$ cat src/rtl/ibar_pkg.sv
// Shared types and constants for the input binding autorepeat block.
package ibar_pkg;

    // Number of bindings that are stored and scanned (1 to 8)
    localparam logic [3:0] BIND_COUNT = 4'd8;

    // Address width of the per-binding stores (binding_index is 3 bits)
    localparam int unsigned IDX_W = 3;

    // Operation codes of a command beat
    localparam logic OP_EVENT = 1'b0;
    localparam logic OP_TICK  = 1'b1;

    // Active set range and the "every set" key code
    localparam logic [2:0] SET_ALL = 3'd0;
    localparam logic [2:0] SET_MIN = 3'd1;
    localparam logic [2:0] SET_MAX = 3'd4;

    // Command beat: a value event or a millisecond tick
    typedef struct packed {
        logic               operation;
        logic [2:0]         binding_index;
        logic signed [15:0] input_value;
    } ibar_in_t;

    // Result beat: one firing of a binding
    typedef struct packed {
        logic [2:0] fired_binding;
        logic       send_key;
        logic       rumble_pulse;
        logic [2:0] active_set;
        logic       last;
    } ibar_out_t;

    // Layout of one 58-bit binding configuration word
    typedef struct packed {
        logic               prev_set;
        logic               next_set;
        logic               rumble;
        logic [2:0]         key_set;
        logic [11:0]        period;
        logic [11:0]        delay;
        logic [11:0]        hold;
        logic signed [15:0] threshold;
    } ibar_binding_t;

    // Per-binding timestamps kept in the time RAM
    typedef struct packed {
        logic [31:0] press_time;
        logic [31:0] first_time;
        logic [31:0] last_time;
    } ibar_times_t;

endpackage

$ cat src/rtl/ibar_time_ram.sv
// Generic single-port-write, single-port-read RAM with registered read data.
module ibar_time_ram #(
    parameter int unsigned DEPTH = 8,
    parameter int unsigned WIDTH = 96,
    parameter int unsigned AW    = 3
) (
    input  logic             clk,
    input  logic             wr_en,
    input  logic [AW-1:0]    wr_addr,
    input  logic [WIDTH-1:0] wr_data,
    input  logic             rd_en,
    input  logic [AW-1:0]    rd_addr,
    output logic [WIDTH-1:0] rd_data
);

    logic [WIDTH-1:0] mem [DEPTH];

    // write port
    always_ff @(posedge clk)
    begin
        if (wr_en)
        begin
            mem[wr_addr] <= wr_data;
        end
    end

    // read port, data held until the next read
    always_ff @(posedge clk)
    begin
        if (rd_en)
        begin
            rd_data <= mem[rd_addr];
        end
    end

endmodule

$ cat src/rtl/ibar_cfg_regs.sv
// Binding configuration register file with write decode and one read port.
module ibar_cfg_regs (
    input  logic                  clk,
    input  logic                  rst_n,
    input  logic                  cfg_write,
    input  logic [2:0]            cfg_index,
    input  logic [57:0]           cfg_data,
    input  logic [2:0]            rd_index,
    output ibar_pkg::ibar_binding_t rd_word
);

    ibar_pkg::ibar_binding_t word_reg [ibar_pkg::BIND_COUNT];

    // writes past the last binding are dropped
    always_ff @(posedge clk or negedge rst_n)
    begin
        if (!rst_n)
        begin
            for (int i = 0; i < int'(ibar_pkg::BIND_COUNT); i++)
            begin
                word_reg[i] <= '0;
            end
        end
        else if (cfg_write && ({1'b0, cfg_index} < ibar_pkg::BIND_COUNT))
        begin
            word_reg[cfg_index] <= ibar_pkg::ibar_binding_t'(cfg_data);
        end
    end

    assign rd_word = word_reg[rd_index];

endmodule

$ cat src/rtl/input_binding_autorepeat_core.sv
// Top level: event qualification, tick scan and firing output of the autorepeat block.
//
// Usage:
//   cfg_write/cfg_index/cfg_data load the eight 58-bit binding words; write only
//   while the block is idle. A write to an index past the last binding is dropped.
//   The cmd channel (valid/ready) takes value events and millisecond ticks.
//   An event beat never yields a result.
//   A tick beat advances the millisecond clock and scans the bindings one per
//   cycle unless the fire channel stalls, reading each binding's timestamps from
//   the time RAM (registered read, write-back in the cycle the binding is checked).
//   Each firing gives one beat on the fire channel; a firing is held one stage
//   until the next firing or the end of the scan tells whether it carries last.
//   An output register parts the fire channel from the scan: when the receiver
//   stalls, the scan waits at the next firing or at the end of the scan, and
//   cmd_ready stays low until the tick's scan is done.
//   Reset clears the clock, press flags and output valid, and sets the active
//   set to 1; the timestamps in the RAM are only used after they are written.
module input_binding_autorepeat_core (
    input  logic                clk,
    input  logic                rst_n,
    input  logic                cfg_write,
    input  logic [2:0]          cfg_index,
    input  logic [57:0]         cfg_data,
    input  logic                cmd_valid,
    output logic                cmd_ready,
    input  ibar_pkg::ibar_in_t  cmd,
    output logic                fire_valid,
    input  logic                fire_ready,
    output ibar_pkg::ibar_out_t fire
);

    typedef enum logic [1:0] {
        S_IDLE,
        S_SCAN,
        S_FIN
    } state_t;

    state_t                        state_reg, state_next;
    logic [31:0]                   now_reg, now_next;
    logic [2:0]                    set_reg, set_next;
    logic [ibar_pkg::BIND_COUNT-1:0] pressed_reg, pressed_next;
    logic [ibar_pkg::BIND_COUNT-1:0] fired_reg, fired_next;
    logic [2:0]                    scan_idx_reg, scan_idx_next;
    logic                          pend_valid_reg, pend_valid_next;
    ibar_pkg::ibar_out_t           pend_reg, pend_next;
    logic                          out_valid_reg, out_valid_next;
    ibar_pkg::ibar_out_t           out_reg, out_next;

    ibar_pkg::ibar_binding_t       word;
    logic [2:0]                    cfg_rd_index;
    ibar_pkg::ibar_times_t         times_rd;
    ibar_pkg::ibar_times_t         times_wr;
    logic [95:0]                   ram_rd_data;
    logic                          ram_wr_en;
    logic [2:0]                    ram_wr_addr;
    logic                          ram_rd_en;
    logic [2:0]                    ram_rd_addr;

    logic                          cmd_acc;
    logic                          press;
    logic                          idx_ok;
    logic [31:0]                   el_press;
    logic [31:0]                   el_first;
    logic [31:0]                   el_last;
    logic                          due;
    logic                          first;
    logic                          out_free;
    logic                          last_scan;
    logic                          advance;
    logic                          push;
    ibar_pkg::ibar_out_t           push_data;
    ibar_pkg::ibar_out_t           fire_res;
    logic [2:0]                    set_fire;
    logic                          send;

    // binding words
    ibar_cfg_regs u_cfg (
        .clk      (clk),
        .rst_n    (rst_n),
        .cfg_write(cfg_write),
        .cfg_index(cfg_index),
        .cfg_data (cfg_data),
        .rd_index (cfg_rd_index),
        .rd_word  (word)
    );

    // per-binding timestamps
    ibar_time_ram #(
        .DEPTH(int'(ibar_pkg::BIND_COUNT)),
        .WIDTH($bits(ibar_pkg::ibar_times_t)),
        .AW   (ibar_pkg::IDX_W)
    ) u_ram (
        .clk    (clk),
        .wr_en  (ram_wr_en),
        .wr_addr(ram_wr_addr),
        .wr_data(times_wr),
        .rd_en  (ram_rd_en),
        .rd_addr(ram_rd_addr),
        .rd_data(ram_rd_data)
    );

    assign times_rd     = ibar_pkg::ibar_times_t'(ram_rd_data);
    assign cmd_ready    = (state_reg == S_IDLE);
    assign cmd_acc      = cmd_valid && cmd_ready;
    assign cfg_rd_index = (state_reg == S_IDLE) ? cmd.binding_index : scan_idx_reg;
    assign out_free     = !out_valid_reg || fire_ready;
    assign last_scan    = (scan_idx_reg == 3'(ibar_pkg::BIND_COUNT - 4'd1));
    assign fire_valid   = out_valid_reg;
    assign fire         = out_reg;

    // event qualification: at or past the threshold in its sign
    always_comb
    begin
        idx_ok = ({1'b0, cmd.binding_index} < ibar_pkg::BIND_COUNT);
        press  = ((cmd.input_value > 16'sd0) && (word.threshold > 16'sd0) &&
                  (cmd.input_value >= word.threshold)) ||
                 ((cmd.input_value < 16'sd0) && (word.threshold < 16'sd0) &&
                  (cmd.input_value <= word.threshold));
    end

    // due check for the binding under scan, elapsed times modulo 2^32
    always_comb
    begin
        el_press = now_reg - times_rd.press_time;
        el_first = now_reg - times_rd.first_time;
        el_last  = now_reg - times_rd.last_time;
        due      = 1'b0;
        first    = 1'b0;
        if (pressed_reg[scan_idx_reg])
        begin
            if (!fired_reg[scan_idx_reg])
            begin
                first = 1'b1;
                due   = (word.hold == 12'd0) || (el_press >= {20'd0, word.hold});
            end
            else
            begin
                due = (el_first >= {20'd0, word.delay}) &&
                      (el_last >= {20'd0, word.period});
            end
        end
    end

    // set stepping and key decision for a firing
    always_comb
    begin
        set_fire = set_reg;
        send     = 1'b0;
        if (word.next_set)
        begin
            if (set_reg < ibar_pkg::SET_MAX)
            begin
                set_fire = set_reg + 3'd1;
            end
        end
        else if (word.prev_set)
        begin
            if (set_reg > ibar_pkg::SET_MIN)
            begin
                set_fire = set_reg - 3'd1;
            end
        end
        else
        begin
            send = (word.key_set == ibar_pkg::SET_ALL) || (word.key_set == set_reg);
        end
        fire_res.fired_binding = scan_idx_reg;
        fire_res.send_key      = send;
        fire_res.rumble_pulse  = word.rumble;
        fire_res.active_set    = set_fire;
        fire_res.last          = 1'b0;
    end

    // next-state logic
    always_comb
    begin
        state_next      = state_reg;
        now_next        = now_reg;
        set_next        = set_reg;
        pressed_next    = pressed_reg;
        fired_next      = fired_reg;
        scan_idx_next   = scan_idx_reg;
        pend_valid_next = pend_valid_reg;
        pend_next       = pend_reg;
        ram_wr_en       = 1'b0;
        ram_wr_addr     = scan_idx_reg;
        times_wr        = times_rd;
        ram_rd_en       = 1'b0;
        ram_rd_addr     = scan_idx_reg;
        advance         = 1'b0;
        push            = 1'b0;
        push_data       = pend_reg;

        case (state_reg)
            S_IDLE:
            begin
                if (cmd_acc && (cmd.operation == ibar_pkg::OP_TICK))
                begin
                    now_next      = now_reg + 32'd1;
                    scan_idx_next = 3'd0;
                    ram_rd_en     = 1'b1;
                    ram_rd_addr   = 3'd0;
                    state_next    = S_SCAN;
                end
                else if (cmd_acc && idx_ok)
                begin
                    // value event
                    if (press)
                    begin
                        if (!pressed_reg[cmd.binding_index])
                        begin
                            pressed_next[cmd.binding_index] = 1'b1;
                            fired_next[cmd.binding_index]   = 1'b0;
                            ram_wr_en                       = 1'b1;
                            ram_wr_addr                     = cmd.binding_index;
                            times_wr.press_time             = now_reg;
                            times_wr.first_time             = '0;
                            times_wr.last_time              = '0;
                        end
                    end
                    else
                    begin
                        pressed_next[cmd.binding_index] = 1'b0;
                    end
                end
            end

            S_SCAN:
            begin
                // a new firing moves the held one out, which needs a free output
                advance = !(due && pend_valid_reg && !out_free);
                if (advance)
                begin
                    if (due)
                    begin
                        push            = pend_valid_reg;
                        pend_valid_next = 1'b1;
                        pend_next       = fire_res;
                        set_next        = set_fire;
                        ram_wr_en       = 1'b1;
                        times_wr.last_time = now_reg;
                        if (first)
                        begin
                            times_wr.first_time       = now_reg;
                            fired_next[scan_idx_reg]  = 1'b1;
                        end
                    end
                    if (last_scan)
                    begin
                        state_next = S_FIN;
                    end
                    else
                    begin
                        scan_idx_next = scan_idx_reg + 3'd1;
                        ram_rd_en     = 1'b1;
                        ram_rd_addr   = scan_idx_reg + 3'd1;
                    end
                end
            end

            S_FIN:
            begin
                // flush the held firing, if any, with last set
                if (!pend_valid_reg)
                begin
                    state_next = S_IDLE;
                end
                else if (out_free)
                begin
                    push            = 1'b1;
                    push_data.last  = 1'b1;
                    pend_valid_next = 1'b0;
                    state_next      = S_IDLE;
                end
            end

            default:
            begin
                state_next = S_IDLE;
            end
        endcase

        // output register
        out_valid_next = out_valid_reg && !fire_ready;
        out_next       = out_reg;
        if (push)
        begin
            out_valid_next = 1'b1;
            out_next       = push_data;
        end
    end

    // state and registered outputs
    always_ff @(posedge clk or negedge rst_n)
    begin
        if (!rst_n)
        begin
            state_reg      <= S_IDLE;
            now_reg        <= '0;
            set_reg        <= ibar_pkg::SET_MIN;
            pressed_reg    <= '0;
            fired_reg      <= '0;
            scan_idx_reg   <= '0;
            pend_valid_reg <= 1'b0;
            pend_reg       <= '0;
            out_valid_reg  <= 1'b0;
            out_reg        <= '0;
        end
        else
        begin
            state_reg      <= state_next;
            now_reg        <= now_next;
            set_reg        <= set_next;
            pressed_reg    <= pressed_next;
            fired_reg      <= fired_next;
            scan_idx_reg   <= scan_idx_next;
            pend_valid_reg <= pend_valid_next;
            pend_reg       <= pend_next;
            out_valid_reg  <= out_valid_next;
            out_reg        <= out_next;
        end
    end

    // a push never overwrites a beat the receiver has not taken
    a_push_free: assert property (@(posedge clk) disable iff (!rst_n)
        push |-> out_free)
        else $error("fire beat overwritten");

    // no firing is held while the block takes commands
    a_idle_no_pend: assert property (@(posedge clk) disable iff (!rst_n)
        cmd_ready |-> !pend_valid_reg)
        else $error("held firing while idle");

    // the active set stays within its range
    a_set_range: assert property (@(posedge clk) disable iff (!rst_n)
        (set_reg >= ibar_pkg::SET_MIN) && (set_reg <= ibar_pkg::SET_MAX))
        else $error("active set out of range");

    // an accepted tick starts a scan from binding zero
    a_tick_scan: assert property (@(posedge clk) disable iff (!rst_n)
        (cmd_acc && (cmd.operation == ibar_pkg::OP_TICK)) |=>
        ((state_reg == S_SCAN) && (scan_idx_reg == 3'd0)))
        else $error("tick did not start a scan");

endmodule

$ cat config.mk
export PLATFORM = sky130hd
export DESIGN_NAME = input_binding_autorepeat_core
export DESIGN_NICKNAME = d
export VERILOG_FILES = /design/src/rtl/ibar_pkg.sv /design/src/rtl/ibar_time_ram.sv /design/src/rtl/ibar_cfg_regs.sv /design/src/rtl/input_binding_autorepeat_core.sv
export SDC_FILE = /design/constraint.sdc
export NUM_CORES = 2
export LEC_CHECK = 0
export ABC_AREA = 1
export BUFFER_PORTS_ARGS = -buffer_cell sky130_fd_sc_hd__buf_2
export CORE_ASPECT_RATIO = 1.25
export CORE_MARGIN = 4
export CORE_UTILIZATION = 30
export CTS_CLUSTER_SIZE = 14
export DETAILED_ROUTE_END_ITERATION = 7
export SYNTH_ARGS = -nofsm -noshare
export SYNTH_HDL_FRONTEND = slang
export SYNTH_SLANG_ARGS = --single-unit
$ cat constraint.sdc
create_clock -name clk -period 21.3 [get_ports clk]
set_clock_uncertainty 0.2 [all_clocks]
set_input_delay 2.13 -clock clk [delete_from_list [all_inputs] [get_ports clk]]
set_output_delay 2.13 -clock clk [all_outputs]
set_load 0.02 [all_outputs]
* Word-level counts from Yosys, hierarchy flattened
Memory sizes are Yosys's and may differ from the RTL's. A register that Yosys moved wholly into a read port is not among the register bits. Cells that the tools add are included.
Cells by class: add/subtract/negate cells 7, magnitude comparators 18, eq/ne operators 15, muxes and demuxes 86, bitwise operators 9, reductions and logical operators 31
Operators by type and width (count):
- bitwise mux 464 bit | 1
- 2-to-1 mux 96 bit | 4
- binary-select mux 58 bit (select 3 bit) | 1
- demux 58 bit (select 3 bit) | 1
- 2-to-1 mux 58 bit | 3
- 2-to-1 mux 64 bit | 2
- case mux 64 bit (2 select lines) | 1
- >= comparator 32 x 12 -> 1 bit | 3
- subtractor 32 bit | 3
- 2-to-1 mux 8 bit | 9
- 2-to-1 mux 32 bit | 2
- 2-to-1 mux 3 bit | 13
- adder 32 x 1 -> 32 bit (second input constant) | 1
- > comparator 16 x 1 -> 1 bit (second input constant) | 2
- < comparator 16 x 1 -> 1 bit (second input constant) | 2
- 2-to-1 mux 1 bit | 32
- AND 8 bit | 2
- >= comparator 16 bit | 1
- <= comparator 16 bit | 1
- bitwise OR 8 bit | 2
- case mux 8 bit (2 select lines) | 1
- inequality test 2 bit (second input constant) | 7
- logical AND 1 bit | 13
- logical NOT 12 bit | 1
- 32 further kinds | 58
Word-level totals: register bits 539, bits in writable memories 768, input port bits 86, output and inout bits 11, word-level logic and storage cells 248, memories 1
Memory list:
- u_ram.mem | depth 8, bits a word 96, rd ports 1, clocked after Yosys merged registers in 1, write ports 1, line ibar_time_ram.sv:16 | logic [WIDTH-1:0] mem [DEPTH];

* Longest topological paths before layout
depth after elaboration 16, depth in mapped cells 43, depth with buffers taken out 37

* Cells and area by module
From an unflattened synthesis, not the netlist that was laid out.
Unflattened totals: cells, all modules 9282, area total of the unflattened synthesis 74083.6 um^2
Modules (own cells, without submodules):
- ibar_time_ram | instances 1, cells an instance 3432, area each 36501.3 um^2, seq. area each 25944.9 um^2
- ibar_cfg_regs | instances 1, cells an instance 3105, area each 22678.0 um^2, seq. area each 11611.1 um^2
- input_binding_autorepeat_core | instances 1, cells an instance 2745, area each 14904.3 um^2, seq. area each 1828.0 um^2

* Least setup slack after synthesis
Ideal clock, no wire load.
path kind input -> register, start in cmd[16] (netlist bit), end mem u_ram.mem[1][0] (enable), setup time 669 ps, arrival 12731 ps, data required time 20431 ps, setup slack 7701 ps, stages 35, buffers on the path 8, path through nand2_2 -> nand2_2 -> buf_4 -> buf_4 -> clkbuf_1 -> clkbuf_1 -> clkbuf_1 -> clkbuf_1 -> buf_1 -> nor2_1 -> o21ai_0 -> o21ai_0 -> ha_1 -> nand2_1 -> nor2_1 -> and2_1 -> nor2_1 -> nand2_1 -> nand2_1 -> nand2_1 -> nor2_1 -> nand2_1 -> nor2_1 -> nand3_1 -> nor2_1 -> nand3_1 -> nand2_1 -> nand2_1 -> nand2_1 -> nor2_1 -> buf_2 -> nand2_2 -> inv_1 -> nor2_2 -> nor3_1
On the way: cells in the longest elaborated chain, start to end 15, elaborated cells on any way between the ends 40, those cells by class order compare (7); mux (22); bitwise (1); reduce/logical (10)
Ends and longest elaborated chain:
- start, declared | line input_binding_autorepeat_core.sv:26 | input ibar_pkg::ibar_in_t cmd,
- 2-to-1 mux 3 bit | line input_binding_autorepeat_core.sv:105 | assign cfg_rd_index = (state_reg == S_IDLE) ? cmd.binding_index : scan_idx_reg;
- NOT 3 -> 4 bit (not written as such) | line ibar_cfg_regs.sv:30 | assign rd_word = word_reg[rd_index];
- binary-select mux 58 bit (select 3 bit) | line ibar_cfg_regs.sv:30
- 2-to-1 mux 58 bit (not written as such) (2 in a row) | line ibar_cfg_regs.sv:30
- >= comparator 32 x 12 -> 1 bit (tied with other cells) | line input_binding_autorepeat_core.sv:134 | due = (word.hold == 12'd0) || (el_press >= {20'd0, word.hold});
- logical OR 1 bit (tied with other cells) | line input_binding_autorepeat_core.sv:134
- 2-to-1 mux 1 bit (tied with other cells) | line input_binding_autorepeat_core.sv:131 | if (!fired_reg[scan_idx_reg])
- 2-to-1 mux 1 bit / logical OR 1 bit (equally long branches) | line input_binding_autorepeat_core.sv:129, input_binding_autorepeat_core.sv:116
- logical AND 1 bit / 2-to-1 mux 1 bit (equally long branches) | line input_binding_autorepeat_core.sv:231, input_binding_autorepeat_core.sv:208
- logical AND 1 bit / 2-to-1 mux 1 bit (equally long branches) | line input_binding_autorepeat_core.sv:231, input_binding_autorepeat_core.sv:205
- 2-to-1 mux 1 bit (on tied branches) | line input_binding_autorepeat_core.sv:232, input_binding_autorepeat_core.sv:197
- case mux 1 bit (2 select lines) | line input_binding_autorepeat_core.sv:194 | case (state_reg)
- 2-to-1 mux 1 bit | line ibar_time_ram.sv:21 | if (wr_en)
- 2-to-1 mux 1 bit (not written as such) | line ibar_time_ram.sv:23 | mem[wr_addr] <= wr_data;
- end, declared | line ibar_time_ram.sv:16
Parallel ways exist; a longest one is shown, timed or not. The select of a mux whose other input is x is not followed.

* Worst setup path in the final report
start in cmd[16] (netlist bit), end reg u_ram.rd_data[20] (read register of u_ram.mem) (data pin)
On the way: cells in the longest elaborated chain, start to end 13, elaborated cells on any way between the ends 19, those cells by class order compare (3); mux (10); bitwise (1); reduce/logical (5)
Ends and longest elaborated chain:
- 2-to-1 mux 3 bit * | line input_binding_autorepeat_core.sv:105
- NOT 3 -> 4 bit (not written as such) * | line ibar_cfg_regs.sv:30
- binary-select mux 58 bit (select 3 bit) * | line ibar_cfg_regs.sv:30
- 2-to-1 mux 58 bit (not written as such) * (2 in a row) | line ibar_cfg_regs.sv:30
- >= comparator 32 x 12 -> 1 bit (tied with other cells) | line input_binding_autorepeat_core.sv:134
- logical OR 1 bit / logical AND 1 bit (equally long branches) | line input_binding_autorepeat_core.sv:134, input_binding_autorepeat_core.sv:138
- 2-to-1 mux 1 bit * | line input_binding_autorepeat_core.sv:131
- 2-to-1 mux 1 bit * | line input_binding_autorepeat_core.sv:129 | if (pressed_reg[scan_idx_reg])
- logical AND 1 bit * (2 in a row) | line input_binding_autorepeat_core.sv:231 | advance = !(due && pend_valid_reg && !out_free);
- 2-to-1 mux 3 bit / 2-to-1 mux 1 bit (equally long branches)
- case mux 3 bit (2 select lines) / case mux 1 bit (2 select lines) (equally long branches) | line input_binding_autorepeat_core.sv:194
- end, declared | line ibar_time_ram.sv:13 | output logic [WIDTH-1:0] rd_data
Every way passes the cells marked *; elsewhere a longest branch is shown, timed or not. The select of a mux whose other input is x is not followed. A chain may end at the register's enable or synchronous reset.

==> flow_metrics.env <==
export IMPL_clockBufferDepth=3
export IMPL_worstSetupStartpointType="primary input"
export IMPL_required_ns=21.67
export IMPL_synth_top_area_cell="edfxtp_1"
export IMPL_finalWirelength_um=223000
export IMPL_drive_gt1_share_pct=5.05
export IMPL_grt_start_max_net_pins=222
export IMPL_ant_nets=0
export IMPL_synthCells=8466
export IMPL_grt_overflow_total=0
export IMPL_clkSinkCount=1401
export IMPL_layout_commonest_cell="nand2_1"
export IMPL_worst_ir_drop_vdd_mv=0.140
export IMPL_worstPathMaxFanout=93
export IMPL_critPathArrivalTime_ns=10.89
export IMPL_place_gp_congestion=0.933
export IMPL_clk_pin_slew_worst_paths_ns=0.06
export IMPL_clk_latency_ns=0.81
export IMPL_die_area_um2=247000
export IMPL_start_util_pct=30.1
export IMPL_largest_register_ffs=768
export IMPL_crit_path_start="cmd[16]"
export IMPL_dp_cells=11339
export IMPL_crit_path_frequent_cell="nand2_1"
export IMPL_synth_ff_type="edfxtp_1"
export IMPL_post_drt_wl_per_cell_um=19.2
export IMPL_layout_area_overhead_vs_synth_pct=11.2
export IMPL_worst_pin_slew_ns=1.40
export IMPL_reg2reg_from="scan_idx_reg[0]"
export IMPL_fp_dieH_um=554
export IMPL_relSlewSlack_pct=6.69
export IMPL_end_kind="flop"
export IMPL_synthDistinctLibCells=58
export IMPL_via_per_inst=4.93
export IMPL_mostFrequentLayoutCells="2293 x nand2_1, 1450 x inv_1, 983 x nand3_1, 864 x edfxtp_1, 805 x o21ai_0"
export IMPL_finalCritPeriodShare_pct=49.4
export IMPL_syn_area_per_cell_um2=8.46
export IMPL_hpwlAfterDp_um=137000
export IMPL_slowest_delay_ns=0.91
export IMPL_grt_antenna_before_repair=12
export IMPL_drv_slew=0
export IMPL_synth_area_um2=71700
export IMPL_r2r_slack_ns=11.11
export IMPL_powerDensity_nw_per_um2=160
export IMPL_die_w_um=445
export IMPL_synth_seq_cells=1401
export IMPL_ys_top_cells_by_area="edfxtp_1 36%, dfrtp_1 19%, nand2_1 12%"
export IMPL_max_freq_mhz=95.0
export IMPL_drt_iter0_drc=5065
export IMPL_ctsHtreeMaxLevel=4
export IMPL_synth_warning_count=0
export IMPL_synth_edff_count=864
export IMPL_syn_nets=8708
export IMPL_r2r_cells=32
export IMPL_cts_buffers_inserted=145
export IMPL_cts_tree="built"
export IMPL_r2r_end="u_ram.rd_data[20]"
export IMPL_cts_hold_buf=0
export IMPL_drcViolationCount=0
export IMPL_fin_crit_ns=10.52
export IMPL_worst_setup_path_type="in2reg"
export IMPL_cts_setup_buffers=0
export IMPL_fin_nets=8597
export IMPL_grt_pass1_vias=54700
export IMPL_fin_cells=11605
export IMPL_finalHoldViolCount=0
export IMPL_vias=57168
export IMPL_fp_row_count=200
export IMPL_coreArea_um2=238000
export IMPL_dr_pass1_iters=6
export IMPL_tns_ns=0
export IMPL_ios=97
export IMPL_track_usage_pct=17.6
export IMPL_status="complete, no violations"
export IMPL_synth_top_area_share_pct=36.2
export IMPL_ys_async_sr_fraction_pct=38.3
export IMPL_maxCapViolCount=0
export IMPL_p_leak_uw=0.0369
export IMPL_postCtsResizedCells=0
export IMPL_cts_root_buffer="clkbuf_16"
export IMPL_setup_viol=0
export IMPL_grt_pass1_wl_um=338000
export IMPL_ys_seq_area_share_pct=55.0
export IMPL_numPortBuffers=96
export IMPL_hp_class="reg2reg"
export IMPL_rsz0062_at_grt="false"
export IMPL_critPathCapture="u_ram.rd_data[20]"
export IMPL_crit_slowest_cell="buf_4"
-- Yosys cell counts (8+ instances only) --
cell type / count
a21oi_1: 188
a221oi_1: 11
a31oi_1: 11
buf_1: 37
buf_2: 157
buf_4: 26
clkbuf_1: 194
dfrtp_1: 536
edfxtp_1: 864
ha_1: 153
inv_1: 1451
inv_2: 8
nand2_1: 2301
nand2_2: 8
nand3_1: 984
nand3b_1: 25
nand4_1: 28
nor2_1: 333
nor3_1: 38
nor4_1: 8
o211ai_1: 30
o21a_1: 9
o21ai_0: 806
o21ai_1: 11
o21bai_1: 11
o221ai_1: 36
o22ai_1: 20
o31ai_1: 52
o32ai_1: 12
xor2_1: 63
-- per-layer routing --
metal / up-vias / track usage [%] / part of all wire, %
li1: 27174 / - / -
met1: 27478 / 21.7 / 40
met2: 1991 / 30.0 / 48
met3: 519 / 2.50 / 5.9
met4: 6 / 9.07 / 5.5
met5: - / 0 / 0.018
-- critical path, delay by kind of cell --
family / cells / cell delay [ns]
AOI/OAI and AO/OA: 4 / 0.84
adders and majority gates: 1 / 0.38
buffers and inverters: 7 / 4.17
and+or+nand+nor: 21 / 2.95
-- cell families after synthesis --
| group | share of synthesized area (%) |
|---|---|
| AOI/OAI and AO/OA | 9.36 |
| xor gates and xnor gates | 0.819 |
| adders and majority gates | 2.76 |
| buffers and inverters | 10.3 |
| DFF | 55.0 |
| and+or+nand+nor | 21.8 |
-- final cells by class --
| type | count | area, um2 |
|---|---|---|
| well taps | 3131 | 3920 |
| clock buffers | 200 | 4030 |
| diodes | 5 | 12.5 |
| multi-input cells | 5185 | 25100 |
| fillers | 24377 | 158000 |
| repair buffers | 163 | 1040 |
| clock inverters | 61 | 678 |
| flip-flops and latches | 1401 | 39400 |
| inverters | 1459 | 5490 |
-- per-stage QoR --
step | hold WS (ns) | setup slack [ns] | area [um2] | power, uW | utilization (%)
after global routing | 0.301 | 10.18 | 79600 | 13700 | 33.5
final | 0.277 | 10.78 | 79700 | 12800 | 33.5
after floorplan | 0.244 | 7.70 | 71700 | 8300 | -
after CTS | 0.282 | 10.86 | 79600 | 12800 | 33.5
after detailed placement | 0.265 | 10.03 | 74900 | 10200 | 31.5
after global placement | 0.257 | 10.10 | 74900 | 10100 | 31.5
-- how the worst min path moves through the flow --
stage / startpoint / slack (ns) / depth (start not counted) / to
floorplan: u_cfg.word_reg[195] / 0.24 / 2 / u_cfg.word_reg[195]
global placement: u_cfg.word_reg[430] / 0.26 / 2 / u_cfg.word_reg[430]
detailed placement: u_cfg.word_reg[430] / 0.27 / 2 / u_cfg.word_reg[430]
CTS: u_cfg.word_reg[430] / 0.28 / 2 / u_cfg.word_reg[430]
global route: u_cfg.word_reg[178] / 0.30 / 2 / u_cfg.word_reg[178]
finish: u_cfg.word_reg[59] / 0.28 / 2 / u_cfg.word_reg[59]
-- power breakdown --
group | switching (uW) | total, uW | internal, uW
clock | 1120 | 2540 | 1430
combinational | 4440 | 6190 | 1750
sequential | 245 | 4020 | 3770
Note: power is estimated with default switching activity, not from simulation.
